### src/hw/rtl/qpd_pkg.sv
package qpd_pkg;

   localparam int DEF_HISTORY_DEPTH = 8;
   localparam int DEF_SAMPLE_BITS   = 16;
   localparam int DEF_COUNT_BITS    = 16;

   localparam int CSR_INDEX_BITS = 3;
   localparam int CSR_DATA_BITS  = 13;
   localparam int THR_BITS       = 17;
   localparam int DELAY_BITS     = 16;

   localparam int COEFF_BITS    = 9;
   localparam int TIMEOUT_BITS  = 8;
   localparam int SECOND_BITS   = 12;
   localparam int SB_START_BITS = 13;
   localparam int MIN_RR_BITS   = 12;
   localparam int PREBLANK_BITS = 8;
   localparam int WINDOW_BITS   = 8;
   localparam int FDELAY_BITS   = 10;

   localparam logic [COEFF_BITS-1:0]    RST_COEFF    = 9'd102;
   localparam logic [TIMEOUT_BITS-1:0]  RST_TIMEOUT  = 8'd19;
   localparam logic [SECOND_BITS-1:0]   RST_SECOND   = 12'd200;
   localparam logic [SB_START_BITS-1:0] RST_SB_START = 13'd330;
   localparam logic [MIN_RR_BITS-1:0]   RST_MIN_RR   = 12'd72;
   localparam logic [PREBLANK_BITS-1:0] RST_PREBLANK = 8'd40;
   localparam logic [WINDOW_BITS-1:0]   RST_WINDOW   = 8'd16;
   localparam logic [FDELAY_BITS-1:0]   RST_FDELAY   = 10'd57;

   typedef enum logic [CSR_INDEX_BITS-1:0] {
      REG_COEFF,
      REG_TIMEOUT,
      REG_SECOND_LEN,
      REG_SB_START,
      REG_MIN_RR,
      REG_PREBLANK,
      REG_WINDOW,
      REG_FILTER_DELAY
   } csr_index_type;

   typedef enum logic [3:0] {
      ST_IDLE,
      ST_FRONT,
      ST_MED_Q,
      ST_MED_N,
      ST_MED_R,
      ST_MUL,
      ST_THR,
      ST_SB,
      ST_OUT
   } state_type;

   typedef enum logic [1:0] {
      MODE_LEARN,
      MODE_BEAT,
      MODE_NOISE
   } mode_type;

   typedef enum logic [1:0] {
      HIST_QRS,
      HIST_NOISE,
      HIST_RR
   } hist_sel_type;

   typedef struct packed {
      logic         load;
      logic         front;
      logic         med_run;
      hist_sel_type med_sel;
      logic         mul;
      logic         thr;
      logic         sb;
      logic         out_load;
   } cmd_type;

   typedef struct packed {
      logic learn_done;
      logic beat;
      logic noise;
      logic detecting;
      logic med_done;
      logic sb_hit;
   } status_type;

endpackage

### src/hw/rtl/qpd_median.sv
module qpd_median #(
   parameter int HISTORY_DEPTH = 8,
   parameter int MED_BITS      = 16
) (
   input  logic                                    clock,
   input  logic                                    reset,
   input  logic                                    run,
   input  logic [HISTORY_DEPTH-1:0][MED_BITS-1:0]  hist,
   output logic                                    done,
   output logic [MED_BITS-1:0]                     result
);
   localparam int IW   = (HISTORY_DEPTH > 1) ? $clog2(HISTORY_DEPTH) : 1;
   localparam int CNTW = $clog2(HISTORY_DEPTH + 1);
   localparam logic [CNTW-1:0] RANK = CNTW'(HISTORY_DEPTH - 1 - HISTORY_DEPTH / 2);
   localparam logic [IW-1:0]   LAST = IW'(HISTORY_DEPTH - 1);

   logic [IW-1:0]       idx_ff, idx_in;
   logic                found_ff, found_in;
   logic [MED_BITS-1:0] med_ff, med_in;
   logic [MED_BITS-1:0] cand;
   logic [CNTW-1:0]     lt_cnt, le_cnt;
   logic                is_rank;

   // One candidate per cycle is ranked against the whole history.
   always_comb begin
      cand   = hist[idx_ff];
      lt_cnt = '0;
      le_cnt = '0;
      for (int j = 0; j < HISTORY_DEPTH; j++) begin
         lt_cnt = lt_cnt + CNTW'(hist[j] <  cand);
         le_cnt = le_cnt + CNTW'(hist[j] <= cand);
      end
      is_rank = (lt_cnt <= RANK) && (le_cnt > RANK);
      done    = run && (idx_ff == LAST);
      result  = found_ff ? med_ff : cand;
   end

   always_comb begin
      idx_in   = idx_ff;
      found_in = found_ff;
      med_in   = med_ff;
      if (!run || done) begin
         idx_in   = '0;
         found_in = 1'b0;
      end else begin
         idx_in = idx_ff + 1'b1;
         if (!found_ff && is_rank) begin
            found_in = 1'b1;
            med_in   = cand;
         end
      end
   end

   always_ff @(posedge clock) begin
      if (reset) begin
         idx_ff   <= '0;
         found_ff <= 1'b0;
      end else begin
         idx_ff   <= idx_in;
         found_ff <= found_in;
      end
      med_ff <= med_in;
   end

endmodule

### src/hw/rtl/qpd_datapath.sv
module qpd_datapath #(
   parameter int HISTORY_DEPTH = qpd_pkg::DEF_HISTORY_DEPTH,
   parameter int SAMPLE_BITS   = qpd_pkg::DEF_SAMPLE_BITS,
   parameter int COUNT_BITS    = qpd_pkg::DEF_COUNT_BITS
) (
   input  logic                                 clock,
   input  logic                                 reset,
   input  qpd_pkg::cmd_type                     cmd,
   output qpd_pkg::status_type                  status,
   input  logic signed [SAMPLE_BITS-1:0]        req_filtered_sample,
   input  logic                                 req_restart,
   input  logic                                 csr_write_enable,
   input  logic [qpd_pkg::CSR_INDEX_BITS-1:0]   csr_index,
   input  logic [qpd_pkg::CSR_DATA_BITS-1:0]    csr_write_data,
   output logic                                 rsp_qrs_detected,
   output logic [qpd_pkg::DELAY_BITS-1:0]       rsp_detection_delay
);
   import qpd_pkg::*;

   localparam int SW   = SAMPLE_BITS;
   localparam int CW   = COUNT_BITS;
   localparam int D    = HISTORY_DEPTH;
   localparam int MW   = (SW > CW) ? SW : CW;
   localparam int SBW  = (CW > SB_START_BITS) ? CW : SB_START_BITS;
   localparam int IW   = (D > 1) ? $clog2(D) : 1;
   localparam int LSW  = $clog2(D + 1);
   localparam int CMPW = ((SW > THR_BITS) ? SW : THR_BITS) + 1;
   localparam int PW   = SW + COEFF_BITS + 2;
   localparam int TW   = PW + 1;
   localparam int DSW  = ((CW > DELAY_BITS) ? CW : DELAY_BITS) + 1;
   localparam logic [CW-1:0]  CNT_MAX   = {CW{1'b1}};
   localparam logic [LSW-1:0] LEARN_END = LSW'(D);
   localparam logic signed [TW-1:0] T_MAX = TW'(65535);
   localparam logic signed [TW-1:0] T_MIN = -(TW'(65536));
   localparam logic [DSW-1:0] DLY_MAX = DSW'(65535);

   // Configuration registers.
   logic [COEFF_BITS-1:0]    coeff_ff;
   logic [TIMEOUT_BITS-1:0]  timeout_ff;
   logic [SECOND_BITS-1:0]   second_ff;
   logic [SB_START_BITS-1:0] sb_start_ff;
   logic [MIN_RR_BITS-1:0]   min_rr_ff;
   logic [PREBLANK_BITS-1:0] preblank_ff;
   logic [WINDOW_BITS-1:0]   window_ff;
   logic [FDELAY_BITS-1:0]   fdelay_ff;

   // Detector state.
   logic signed [SW-1:0] sample_ff, sample_in;
   logic                 restart_ff, restart_in;
   logic signed [SW-1:0] rmax_ff, rmax_in;
   logic [CW-1:0]        tsm_ff, tsm_in;
   logic signed [SW-1:0] prev_ff, prev_in;
   logic signed [SW-1:0] held_ff, held_in;
   logic [7:0]           blank_ff, blank_in;
   logic [LSW-1:0]       ls_ff, ls_in;
   logic [11:0]          tick_ff, tick_in;
   logic signed [SW-1:0] lmax_ff, lmax_in;
   logic [SW-1:0]        qhist_ff [D];
   logic [SW-1:0]        qhist_in [D];
   logic [SW-1:0]        nhist_ff [D];
   logic [SW-1:0]        nhist_in [D];
   logic [CW-1:0]        rhist_ff [D];
   logic [CW-1:0]        rhist_in [D];
   logic [SW-1:0]        qlevel_ff, qlevel_in;
   logic [SW-1:0]        nlevel_ff, nlevel_in;
   logic signed [THR_BITS-1:0] thr_ff, thr_in;
   logic [SBW-1:0]       sb_ff, sb_in;
   logic [CW-1:0]        since_ff, since_in;
   logic signed [SW-1:0] cand_ff, cand_in;
   logic [CW-1:0]        cpos_ff, cpos_in;
   logic signed [PW-1:0] prod_ff, prod_in;
   logic                 hit_ff, hit_in;
   logic [DELAY_BITS-1:0] delay_ff, delay_in;
   logic                 rsp_det_ff;
   logic [DELAY_BITS-1:0] rsp_delay_ff;

   // Per-sample intermediate values.
   logic signed [SW-1:0] x, rmax_e, lmax_e, cand_e, pk, newp, lmax_base;
   logic [CW-1:0]        tsm_e, tsm_inc, since_e, since_inc, interval, back;
   logic [7:0]           blank_e;
   logic [LSW-1:0]       ls_e;
   logic [11:0]          tick_e, tick_inc;
   logic [SBW-1:0]       sb_e;
   logic [SW-1:0]        nhist_b [D];
   logic [CW-1:0]        rhist_b [D];
   logic                 learning, newp_pos, beat, learn_done;
   logic signed [THR_BITS-1:0] thr_half;
   logic [MW-1:0]        med_hist [D];
   logic [D-1:0][MW-1:0] med_bus;
   logic                 med_done;
   logic [MW-1:0]        med_res;
   logic [CW+1:0]        rr_sum;
   logic signed [SW:0]   diff;
   logic signed [PW-1:0] adj, quo;
   logic signed [TW-1:0] tsum;
   logic [DSW-1:0]       dsum;

   always_comb begin
      for (int i = 0; i < D; i++) begin
         case (cmd.med_sel)
            HIST_QRS:   med_hist[i] = MW'(qhist_ff[i]);
            HIST_NOISE: med_hist[i] = MW'(nhist_ff[i]);
            HIST_RR:    med_hist[i] = MW'(rhist_ff[i]);
            default:    med_hist[i] = '0;
         endcase
         med_bus[i] = med_hist[i];
      end
   end

   qpd_median #(
      .HISTORY_DEPTH(D),
      .MED_BITS     (MW)
   ) u_median (
      .clock (clock),
      .reset (reset),
      .run   (cmd.med_run),
      .hist  (med_bus),
      .done  (med_done),
      .result(med_res)
   );

   // Peak finder, pre-blanking and classification of one sample.
   always_comb begin
      x       = sample_ff;
      rmax_e  = restart_ff ? '0 : rmax_ff;
      tsm_e   = restart_ff ? '0 : tsm_ff;
      blank_e = restart_ff ? '0 : blank_ff;
      ls_e    = restart_ff ? '0 : ls_ff;
      tick_e  = restart_ff ? '0 : tick_ff;
      lmax_e  = restart_ff ? '0 : lmax_ff;
      since_e = restart_ff ? '0 : since_ff;
      cand_e  = restart_ff ? '0 : cand_ff;
      sb_e    = restart_ff ? SBW'(sb_start_ff) : sb_ff;
      for (int i = 0; i < D; i++) begin
         nhist_b[i] = restart_ff ? '0 : nhist_ff[i];
         rhist_b[i] = restart_ff ? CW'(second_ff) : rhist_ff[i];
      end

      tsm_inc = tsm_e;
      if (tsm_e != '0) begin
         tsm_inc = (tsm_e == CNT_MAX) ? CNT_MAX : tsm_e + 1'b1;
      end

      pk = '0;
      if ((x > prev_ff) && (x > rmax_e)) begin
         rmax_in = x;
         tsm_in  = (x > SW'(2)) ? CW'(1) : tsm_inc;
      end else if ((x < (rmax_e >>> 1)) || (tsm_inc > CW'(timeout_ff))) begin
         pk      = rmax_e;
         rmax_in = '0;
         tsm_in  = '0;
      end else begin
         rmax_in = rmax_e;
         tsm_in  = tsm_inc;
      end

      newp     = '0;
      held_in  = held_ff;
      blank_in = blank_e;
      if (pk != '0 && blank_e == '0) begin
         held_in  = pk;
         blank_in = preblank_ff;
      end else if (pk == '0 && blank_e != '0) begin
         blank_in = blank_e - 1'b1;
         if (blank_in == '0) newp = held_ff;
      end else if (pk != '0) begin
         if (pk > held_ff) begin
            held_in  = pk;
            blank_in = preblank_ff;
         end else begin
            blank_in = blank_e - 1'b1;
            if (blank_in == '0) newp = held_ff;
         end
      end

      newp_pos  = newp > '0;
      since_inc = (since_e == CNT_MAX) ? CNT_MAX : since_e + 1'b1;
      interval  = (since_inc >= CW'(window_ff)) ? since_inc - CW'(window_ff) : '0;
      learning  = ls_e < LEARN_END;
      tick_inc  = tick_e + 1'b1;
      learn_done = learning && (tick_inc == second_ff) && (ls_e + 1'b1 == LEARN_END);
      beat = !learning && newp_pos &&
             ($signed({{(CMPW-SW){1'b0}}, newp}) >
              $signed({{(CMPW-THR_BITS){thr_ff[THR_BITS-1]}}, thr_ff}));

      thr_half = thr_ff >>> 1;
      back     = (since_ff >= cpos_ff) ? since_ff - cpos_ff : '0;

      status.learn_done = learn_done;
      status.beat       = beat;
      status.noise      = !learning && newp_pos && !beat;
      status.detecting  = !learning;
      status.med_done   = med_done;
      status.sb_hit     = (SBW'(since_ff) > sb_ff) &&
                          ($signed({{(CMPW-SW){1'b0}}, cand_ff}) >
                           $signed({{(CMPW-THR_BITS){thr_half[THR_BITS-1]}}, thr_half}));
   end

   always_comb begin
      sample_in  = sample_ff;
      restart_in = restart_ff;
      prev_in    = prev_ff;
      ls_in      = ls_ff;
      tick_in    = tick_ff;
      lmax_in    = lmax_ff;
      qhist_in   = qhist_ff;
      nhist_in   = nhist_ff;
      rhist_in   = rhist_ff;
      qlevel_in  = qlevel_ff;
      nlevel_in  = nlevel_ff;
      thr_in     = thr_ff;
      sb_in      = sb_ff;
      since_in   = since_ff;
      cand_in    = cand_ff;
      cpos_in    = cpos_ff;
      prod_in    = prod_ff;
      hit_in     = hit_ff;
      delay_in   = delay_ff;
      lmax_base  = lmax_e;
      diff       = $signed({1'b0, qlevel_ff}) - $signed({1'b0, nlevel_ff});
      adj        = prod_ff[PW-1] ? prod_ff + PW'(255) : prod_ff;
      quo        = adj >>> 8;
      tsum       = $signed({quo[PW-1], quo}) + $signed({{(TW-SW){1'b0}}, nlevel_ff});
      rr_sum     = {2'b00, med_res[CW-1:0]} + {3'b000, med_res[CW-1:1]} +
                   (CW+2)'(window_ff);
      dsum       = DSW'(back) + DSW'(fdelay_ff);

      if (cmd.load) begin
         sample_in  = req_filtered_sample;
         restart_in = req_restart;
      end

      if (cmd.front) begin
         hit_in   = 1'b0;
         delay_in = '0;
         prev_in  = x;
         ls_in    = ls_e;
         tick_in  = tick_e;
         sb_in    = sb_e;
         cand_in  = cand_e;
         since_in = since_inc;
         nhist_in = nhist_b;
         rhist_in = rhist_b;
         if (learning) begin
            if (newp_pos) since_in = CW'(window_ff);
            if (tick_inc == second_ff) begin
               tick_in = '0;
               qhist_in[ls_e[IW-1:0]] = lmax_e;
               lmax_base = '0;
               ls_in = ls_e + 1'b1;
               if (learn_done) begin
                  nlevel_in = '0;
                  sb_in     = SBW'(sb_start_ff);
               end
            end else begin
               tick_in = tick_inc;
            end
            lmax_in = (newp > lmax_base) ? newp : lmax_base;
         end else begin
            lmax_in = lmax_e;
            if (beat) begin
               for (int i = D - 1; i > 0; i--) begin
                  qhist_in[i] = qhist_ff[i-1];
                  rhist_in[i] = rhist_b[i-1];
               end
               qhist_in[0] = newp;
               rhist_in[0] = interval;
               cand_in  = '0;
               tick_in  = '0;
               lmax_in  = '0;
               since_in = CW'(window_ff);
               hit_in   = 1'b1;
               delay_in = DELAY_BITS'(window_ff) + DELAY_BITS'(fdelay_ff);
            end else if (newp_pos) begin
               for (int i = D - 1; i > 0; i--) nhist_in[i] = nhist_b[i-1];
               nhist_in[0] = newp;
               if ((newp > cand_e) && (interval >= CW'(min_rr_ff))) begin
                  cand_in = newp;
                  cpos_in = interval;
               end
            end
         end
      end

      if (cmd.med_run && med_done) begin
         case (cmd.med_sel)
            HIST_QRS:   qlevel_in = med_res[SW-1:0];
            HIST_NOISE: nlevel_in = med_res[SW-1:0];
            HIST_RR:    sb_in = (rr_sum > (CW+2)'(CNT_MAX)) ? SBW'(CNT_MAX) : SBW'(rr_sum);
            default:    sb_in = sb_ff;
         endcase
      end

      if (cmd.mul) prod_in = PW'(diff * $signed({1'b0, coeff_ff}));

      if (cmd.thr) begin
         if (tsum > T_MAX)      thr_in = T_MAX[THR_BITS-1:0];
         else if (tsum < T_MIN) thr_in = T_MIN[THR_BITS-1:0];
         else                   thr_in = tsum[THR_BITS-1:0];
      end

      // Search-back: the best late noise peak is taken as the missed beat.
      if (cmd.sb && status.sb_hit) begin
         for (int i = D - 1; i > 0; i--) begin
            qhist_in[i] = qhist_ff[i-1];
            rhist_in[i] = rhist_ff[i-1];
         end
         qhist_in[0] = cand_ff;
         rhist_in[0] = cpos_ff;
         cand_in  = '0;
         tick_in  = '0;
         lmax_in  = '0;
         since_in = back;
         hit_in   = 1'b1;
         delay_in = (dsum > DLY_MAX) ? DELAY_BITS'(DLY_MAX) : dsum[DELAY_BITS-1:0];
      end
   end

   always_ff @(posedge clock) begin
      if (reset) begin
         coeff_ff    <= RST_COEFF;
         timeout_ff  <= RST_TIMEOUT;
         second_ff   <= RST_SECOND;
         sb_start_ff <= RST_SB_START;
         min_rr_ff   <= RST_MIN_RR;
         preblank_ff <= RST_PREBLANK;
         window_ff   <= RST_WINDOW;
         fdelay_ff   <= RST_FDELAY;
      end else if (csr_write_enable) begin
         case (csr_index_type'(csr_index))
            REG_COEFF:        coeff_ff    <= csr_write_data[COEFF_BITS-1:0];
            REG_TIMEOUT:      timeout_ff  <= csr_write_data[TIMEOUT_BITS-1:0];
            REG_SECOND_LEN:   second_ff   <= csr_write_data[SECOND_BITS-1:0];
            REG_SB_START:     sb_start_ff <= csr_write_data[SB_START_BITS-1:0];
            REG_MIN_RR:       min_rr_ff   <= csr_write_data[MIN_RR_BITS-1:0];
            REG_PREBLANK:     preblank_ff <= csr_write_data[PREBLANK_BITS-1:0];
            REG_WINDOW:       window_ff   <= csr_write_data[WINDOW_BITS-1:0];
            REG_FILTER_DELAY: fdelay_ff   <= csr_write_data[FDELAY_BITS-1:0];
            default:          coeff_ff    <= coeff_ff;
         endcase
      end
   end

   always_ff @(posedge clock) begin
      if (reset) begin
         rmax_ff   <= '0;
         tsm_ff    <= '0;
         prev_ff   <= '0;
         held_ff   <= '0;
         blank_ff  <= '0;
         ls_ff     <= '0;
         tick_ff   <= '0;
         lmax_ff   <= '0;
         qlevel_ff <= '0;
         nlevel_ff <= '0;
         thr_ff    <= '0;
         sb_ff     <= SBW'(RST_SB_START);
         since_ff  <= '0;
         cand_ff   <= '0;
         cpos_ff   <= '0;
         hit_ff    <= 1'b0;
         delay_ff  <= '0;
         for (int i = 0; i < D; i++) begin
            qhist_ff[i] <= '0;
            nhist_ff[i] <= '0;
            rhist_ff[i] <= CW'(RST_SECOND);
         end
      end else begin
         rmax_ff   <= cmd.front ? rmax_in  : rmax_ff;
         tsm_ff    <= cmd.front ? tsm_in   : tsm_ff;
         held_ff   <= cmd.front ? held_in  : held_ff;
         blank_ff  <= cmd.front ? blank_in : blank_ff;
         prev_ff   <= prev_in;
         ls_ff     <= ls_in;
         tick_ff   <= tick_in;
         lmax_ff   <= lmax_in;
         qlevel_ff <= qlevel_in;
         nlevel_ff <= nlevel_in;
         thr_ff    <= thr_in;
         sb_ff     <= sb_in;
         since_ff  <= since_in;
         cand_ff   <= cand_in;
         cpos_ff   <= cpos_in;
         hit_ff    <= hit_in;
         delay_ff  <= delay_in;
         qhist_ff  <= qhist_in;
         nhist_ff  <= nhist_in;
         rhist_ff  <= rhist_in;
      end
      sample_ff  <= sample_in;
      restart_ff <= restart_in;
      prod_ff    <= prod_in;
      if (cmd.out_load) begin
         rsp_det_ff   <= hit_ff;
         rsp_delay_ff <= hit_ff ? delay_ff : '0;
      end
   end

   assign rsp_qrs_detected    = rsp_det_ff;
   assign rsp_detection_delay = rsp_delay_ff;

endmodule

### src/hw/rtl/qpd_ctrl.sv
module qpd_ctrl (
   input  logic                clock,
   input  logic                reset,
   input  logic                req_valid,
   output logic                req_stall,
   output logic                rsp_valid,
   input  logic                rsp_stall,
   input  qpd_pkg::status_type status,
   output qpd_pkg::cmd_type    cmd
);
   import qpd_pkg::*;

   state_type state_ff, state_in;
   mode_type  mode_ff, mode_in;
   logic      sb_fired_ff, sb_fired_in;
   logic      rsp_valid_ff, rsp_valid_in;

   always_comb begin
      state_in    = state_ff;
      mode_in     = mode_ff;
      sb_fired_in = sb_fired_ff;
      case (state_ff)
         ST_IDLE: if (req_valid) state_in = ST_FRONT;
         ST_FRONT: begin
            sb_fired_in = 1'b0;
            if (status.learn_done) begin
               mode_in  = MODE_LEARN;
               state_in = ST_MED_Q;
            end else if (status.beat) begin
               mode_in  = MODE_BEAT;
               state_in = ST_MED_Q;
            end else if (status.noise) begin
               mode_in  = MODE_NOISE;
               state_in = ST_MED_N;
            end else if (status.detecting) begin
               state_in = ST_SB;
            end else begin
               state_in = ST_OUT;
            end
         end
         ST_MED_Q: if (status.med_done) state_in = ST_MUL;
         ST_MED_N: if (status.med_done) state_in = ST_MUL;
         ST_MUL:   state_in = ST_THR;
         ST_THR: begin
            case (mode_ff)
               MODE_LEARN: state_in = ST_OUT;
               MODE_BEAT:  state_in = ST_MED_R;
               MODE_NOISE: state_in = ST_SB;
               default:    state_in = ST_OUT;
            endcase
         end
         ST_MED_R: if (status.med_done) state_in = sb_fired_ff ? ST_OUT : ST_SB;
         ST_SB: begin
            if (status.sb_hit) begin
               mode_in     = MODE_BEAT;
               sb_fired_in = 1'b1;
               state_in    = ST_MED_Q;
            end else begin
               state_in = ST_OUT;
            end
         end
         ST_OUT: if (!rsp_valid_ff || !rsp_stall) state_in = ST_IDLE;
         default: state_in = ST_IDLE;
      endcase
   end

   always_comb begin
      cmd          = '0;
      cmd.med_sel  = HIST_QRS;
      req_stall    = 1'b1;
      case (state_ff)
         ST_IDLE: begin
            req_stall = 1'b0;
            cmd.load  = req_valid;
         end
         ST_FRONT: cmd.front = 1'b1;
         ST_MED_Q: cmd.med_run = 1'b1;
         ST_MED_N: begin
            cmd.med_run = 1'b1;
            cmd.med_sel = HIST_NOISE;
         end
         ST_MED_R: begin
            cmd.med_run = 1'b1;
            cmd.med_sel = HIST_RR;
         end
         ST_MUL: cmd.mul = 1'b1;
         ST_THR: cmd.thr = 1'b1;
         ST_SB:  cmd.sb  = 1'b1;
         ST_OUT: cmd.out_load = !rsp_valid_ff || !rsp_stall;
         default: cmd = '0;
      endcase
      rsp_valid_in = rsp_valid_ff;
      if (cmd.out_load)        rsp_valid_in = 1'b1;
      else if (!rsp_stall)     rsp_valid_in = 1'b0;
   end

   always_ff @(posedge clock) begin
      if (reset) begin
         state_ff     <= ST_IDLE;
         mode_ff      <= MODE_LEARN;
         sb_fired_ff  <= 1'b0;
         rsp_valid_ff <= 1'b0;
      end else begin
         state_ff     <= state_in;
         mode_ff      <= mode_in;
         sb_fired_ff  <= sb_fired_in;
         rsp_valid_ff <= rsp_valid_in;
      end
   end

   assign rsp_valid = rsp_valid_ff;

endmodule

### src/hw/rtl/qrs_peak_detector_core.sv
// QRS peak detector core: the decision stage of a QRS detector.
// The request channel (req_valid, req_stall, req_filtered_sample, req_restart)
// carries one filtered ECG sample per request; the response channel (rsp_valid,
// rsp_stall, rsp_qrs_detected, rsp_detection_delay) returns exactly one result
// per request, in order. The csr_ port writes the eight tuning registers; the user
// must use it only while the core is idle, and the core does not enforce this.
// One request is worked on at a time. While learning, a sample passes through
// the FRONT and OUT steps, and the last one adds a QRS median and a threshold
// update; once detection runs, a sample without a finished peak also passes
// the search-back step. A noise peak adds a noise median and the threshold
// update; a beat adds two medians and the threshold update; a search-back beat
// adds the same again. The next request can be taken in the cycle after the
// response is written. The shared median unit ranks one history entry per cycle.
// A new request may be accepted while the previous response still waits.
// While the receiver stalls, the response register holds its value and the
// core stops before writing the next response.
// Synchronous reset returns the control, configuration and detector registers
// to their documented reset values with no clearing pass, and the core accepts
// a request in the next cycle; sample, product and response data are not reset.
module qrs_peak_detector_core #(
   parameter int HISTORY_DEPTH = qpd_pkg::DEF_HISTORY_DEPTH,
   parameter int SAMPLE_BITS   = qpd_pkg::DEF_SAMPLE_BITS,
   parameter int COUNT_BITS    = qpd_pkg::DEF_COUNT_BITS
) (
   input  logic                               clock,
   input  logic                               reset,
   input  logic                               req_valid,
   output logic                               req_stall,
   input  logic signed [SAMPLE_BITS-1:0]      req_filtered_sample,
   input  logic                               req_restart,
   output logic                               rsp_valid,
   input  logic                               rsp_stall,
   output logic                               rsp_qrs_detected,
   output logic [qpd_pkg::DELAY_BITS-1:0]     rsp_detection_delay,
   input  logic                               csr_write_enable,
   input  logic [qpd_pkg::CSR_INDEX_BITS-1:0] csr_index,
   input  logic [qpd_pkg::CSR_DATA_BITS-1:0]  csr_write_data
);
   import qpd_pkg::*;

   // Commands from the controller and status back from the datapath.
   cmd_type    cmd;
   status_type status;

   // The controller sequences each request through the datapath steps.
   qpd_ctrl u_ctrl (
      .clock    (clock),
      .reset    (reset),
      .req_valid(req_valid),
      .req_stall(req_stall),
      .rsp_valid(rsp_valid),
      .rsp_stall(rsp_stall),
      .status   (status),
      .cmd      (cmd)
   );

   // The datapath holds the peak finder, histories, levels and threshold.
   qpd_datapath #(
      .HISTORY_DEPTH(HISTORY_DEPTH),
      .SAMPLE_BITS  (SAMPLE_BITS),
      .COUNT_BITS   (COUNT_BITS)
   ) u_datapath (
      .clock              (clock),
      .reset              (reset),
      .cmd                (cmd),
      .status             (status),
      .req_filtered_sample(req_filtered_sample),
      .req_restart        (req_restart),
      .csr_write_enable   (csr_write_enable),
      .csr_index          (csr_index),
      .csr_write_data     (csr_write_data),
      .rsp_qrs_detected   (rsp_qrs_detected),
      .rsp_detection_delay(rsp_detection_delay)
   );

endmodule

### config.mk
export PLATFORM = sky130hd
export DESIGN_NAME = qrs_peak_detector_core
export DESIGN_NICKNAME = d
export VERILOG_FILES = /design/src/hw/rtl/qpd_pkg.sv /design/src/hw/rtl/qpd_median.sv /design/src/hw/rtl/qpd_datapath.sv /design/src/hw/rtl/qpd_ctrl.sv /design/src/hw/rtl/qrs_peak_detector_core.sv
export SDC_FILE = /design/constraint.sdc
export NUM_CORES = 2
export LEC_CHECK = 0
export BUFFER_PORTS_ARGS = -buffer_cell sky130_fd_sc_hd__buf_2
export CAP_MARGIN = 20
export CORE_ASPECT_RATIO = 1.5
export CORE_MARGIN = 1.5
export CORE_UTILIZATION = 40
export DETAILED_ROUTE_END_ITERATION = 7
export GPL_TIMING_DRIVEN = 0
export HOLD_SLACK_MARGIN = 0.1
export PLACE_DENSITY = 0.67
export SLEW_MARGIN = 20
export SYNTH_ARGS = -nofsm -noshare
export SYNTH_HDL_FRONTEND = slang
export SYNTH_HIERARCHICAL = 1
export SYNTH_SLANG_ARGS = --single-unit
### constraint.sdc
create_clock -name clock -period 9.7 [get_ports clock]
set_input_delay 0.485 -clock clock [delete_from_list [all_inputs] [get_ports clock]]
set_output_delay 0.485 -clock clock [all_outputs]
set_load 0.02 [all_outputs]
==> impl_metrics.ini <==
[timing]
final_slew_violations = 0
achievable-frequency_ghz = 0.1038
slew_headroom_pct = 8.784
timing.final.setup_violations = 0
layout_min_cycle_time_ns = 9.638
fin_ws_ns = 0.06189
timing.final.hold_violations = 0
fin_tns_setup_ns = 0
timing_worst_slew_pin_value_ns = 1.368
layout_worst_path_cycle_share_pct = 99.36
worst_clock_skew_ns = 0.04348

[cts]
total_clock_buffers_created_by_cts = 83
tritoncts = built
clock_tree.htree_level_count = 3
insertion_delay_to_the_later_sink_of_the_worst_skew_pair_ns = 0.74
clock-root-buffer = clkbuf_16
cts_buffer_depth = 3
clock-sinks = 787
cts.reportedPaths.clkPinSlew_ns = 0.06

[worst_setup_path]
timing.critical_path.from_type = flop
maximum_fanout_encountered_on_the_critical_timing_path = 16
rr_startpoint = u_ctrl/state_ff[0]
r2r.worst_path.cells = 25
worst_path_max_delay_cell = clkbuf_1
timing.critical_path.from = u_ctrl/state_ff[0]
critical_path_arrival_ns = 10.06
cp_peak_stage_delay_ns = 0.89
worst_r2r_setup_slack_ns = 0.06
endpoint_kind = flop
timing.critical_path.required_ns = 10.12
ff_to_ff_end = u_datapath/u_median/med_ff[9]
timing_worst_setup_path_type = flop to flop

[die]
ioPinCount = 57
row_count = 166
core_region_area_mm2 = 0.1360
die_y_um = 456.1
floorplan.die.width_um = 305.1
floorplan.initialDensity_pct = 40.25
fp.dieArea_mm2 = 0.1392

[route]
drt-wirelength-per-cell_um = 28.15
detailed_route_via_count = 51390
wirelength_um = 235800
drt-pass1-iter-count = 6
drt_iter0_drc = 4407
antenna_violating_nets_post_route = 0
drt_drc_violations_left = 0
route.detailed.vias_per_inst = 6.136

[place]
global_placer_s_final_weighted_congestion = 1.050
port_buffers = 46
worst_case_setup_slack_after_placement_ns = -3.534
place.detailed.instances = 8189
dpl.hpwl_um = 189200

[finish]
commonest_non_fill_non_tap_cell_in_the_layout = dfxtp_1
final_core_util_pct = 44.67
finish.net_count = 7184
fin_cells = 8376
fillers = 13390
area_delta_synth_final_pct = 10.98
drive_above_1_share_pct = 8.068
leading_cell_types_in_the_layout_fill_and_taps_excluded = 710 x dfxtp_1, 662 x nand2_1, 491 x nor2_1

[global_route]
grt_start_max_net_pins = 20
track_usage_pct = 33.23
grt_first_pass_wirelength_um = 340600
globalRouteMet3Util_pct = 6.413
grt_antenna_before_repair = 18
grt_pass1_vias = 51330
busiest_layer = met2
globalRouteMet1Util_pct = 33.01
grt.met2_usage_pct = 56.53
globalRoute.totalOverflow = 0

[synthesis]
yosys_warnings = 6
synth-main-ff-cell = dfxtp_1
synth_enable_flop_cells = 77
synthesis.instances = 6373
synth_cell_type_count = 112
avgSynthCellArea_um2 = 8.591
async_flop_share_pct = 0
syn-num-nets = 7021
ys_seq_elements = 787
seq_area_frac_synth_pct = 30.18
synthesis.area_mm2 = 0.05475

[pwr]
leakage_nw = 23.83
pwr_density_cell_mw_per_mm2 = 132.4
design_power_total_mw = 8.047
worst_ir_drop_on_vdd_v = 0.0001231

[min_path]
holdPathEnd = u_datapath/second_ff[11]
worstHoldStart = csr_write_data[11]
min_delay_path_depth = 3
hold_path_class = primary input to flop

[run]
number_of_violations_of_the_max_capacitance_limit = 0

[status]
status = finished, final reports clean
-- metal layers --
| layer | wire length (um) | vias to the layer above |
|---|---|---|
| li1 | - | 23410 |
| met1 | 79020 | 24780 |
| met2 | 111100 | 2268 |
| met3 | 15400 | 931 |
| met4 | 30200 | 12 |
| met5 | 73 | - |
-- Yosys cell counts (29+ instances only) --
cell type	instances	area, um^2
edfxtp_1	77	2312
clkbuf_1	273	1025
mux4_2	30	675.7
a21oi_1	425	2127
a22oi_1	48	360.4
nor2_1	494	1854
or3_1	36	225.2
nor3_1	103	515.5
nand4_1	64	400.4
nand2_1	662	2485
o21a_1	58	435.4
and3_1	139	869.6
nor2b_1	78	488.0
nand2b_1	48	300.3
xnor2_1	100	875.8
ha_1	461	5768
mux2i_1	207	2072
o31ai_1	36	270.3
a221oi_1	63	551.8
fa_1	149	2983
xor2_1	46	402.9
dfxtp_1	710	14210
mux2_2	78	878.3
nor4_1	41	256.5
o21ai_0	379	1897
a31oi_1	44	275.3
nand3_1	146	730.7
a22o_1	177	1550
buf_2	56	280.3
o211ai_1	29	217.7
a211oi_1	150	1126
inv_1	363	1363
a21o_1	57	427.9
and2_1	135	844.6
-- through the flow --
step / instance area [um^2] / hold WS (ns)
floorplan: 54750 / 0.4319
global placement: 57190 / 0.4397
detailed placement: 57360 / 0.4439
CTS: 60630 / 0.1063
global route: 60760 / 0.1319
finish: 60770 / 0.1267
-- critical path: cells and delay by family (launching register included) --
family	cells	cell delay (ns)
buffers and inverters	9	3.11
adder cells (fa/ha/maj)	5	2.02
multiplexers	3	1.68
AO/OA/AOI/OAI	5	1.38
AND/OR/NAND/NOR	3	0.78
flip-flops	1	0.30
-- how the worst max path moves through the flow --
stage	end	cells after the start
3_3_place_gp	u_ctrl/state_ff[1]	41
2_1_floorplan	u_ctrl/mode_ff[1]	40
4_1_cts	u_ctrl/state_ff[1]	41
3_5_place_dp	u_ctrl/state_ff[1]	41
6_report	u_datapath/u_median/med_ff[9]	25
5_1_grt	u_ctrl/state_ff[1]	43
-- power by group --
part | leakage [nW] | switching (mW) | internal (mW)
Clock | 1.39 | 1.49 | 1.89
Sequential | 6.46 | 0.117 | 3.36
Combinational | 16.0 | 0.794 | 0.395
-- sequential cells by signal, indices dropped and copies added (netlist names), 13 cells and up --
name	cells
u_datapath/cand_ff	16
u_datapath/thr_ff	17
u_datapath/nlevel_ff	16
u_datapath/rmax_ff	16
u_datapath/lmax_ff	16
u_datapath/since_ff	16
u_datapath/sb_ff	16
u_datapath/qlevel_ff	16
u_datapath/nhist_ff	128
u_datapath/rhist_ff	128
u_datapath/sample_ff	16
u_datapath/u_median/med_ff	16
u_datapath/prod_ff	27
u_datapath/rsp_detection_delay	16
u_datapath/qhist_ff	128
u_datapath/tsm_ff	16
u_datapath/prev_ff	16
u_datapath/sb_start_ff	13
u_datapath/delay_ff	16
u_datapath/held_ff	16
u_datapath/cpos_ff	16
-- timing repair --
action                     4_1_cts  5_1_grt
setup endpoints to repair      496      325
hold buffers                    20        0
hold endpoints to repair        20        0
gates resized for setup         58       36
buffers inserted                 6        1
pin swaps                        3        7
-- final cells by class --
type,count,area [um^2],share of cell area (%)
inverters,367,1380,2.271
plain buffers,382,1749,2.879
clock buffers,118,2379,3.914
well taps,1764,2207,3.632
clock inverters,37,466.7,0.7680
repair buffers,79,580.6,0.9554
diodes,6,15.01,0.02471
multi-input cells,4836,35460,58.36
flip-flops and latches,787,16530,27.20
-- logic make-up (layout without fill, tap and decap cells) --
kind of cell	after synthesis	count (layout)	synth area share (%)
AND/OR/NAND/NOR	2037	2037	17.92
AO/OA/AOI/OAI	1710	1710	20.93
flip-flops	787	787	30.18
buffers and inverters	750	983	5.503
adder cells (fa/ha/maj)	610	610	15.98
multiplexers	333	333	7.150
XOR/XNOR	146	146	2.335
other	0	6	0
Power figures use the tool's default switching activity.
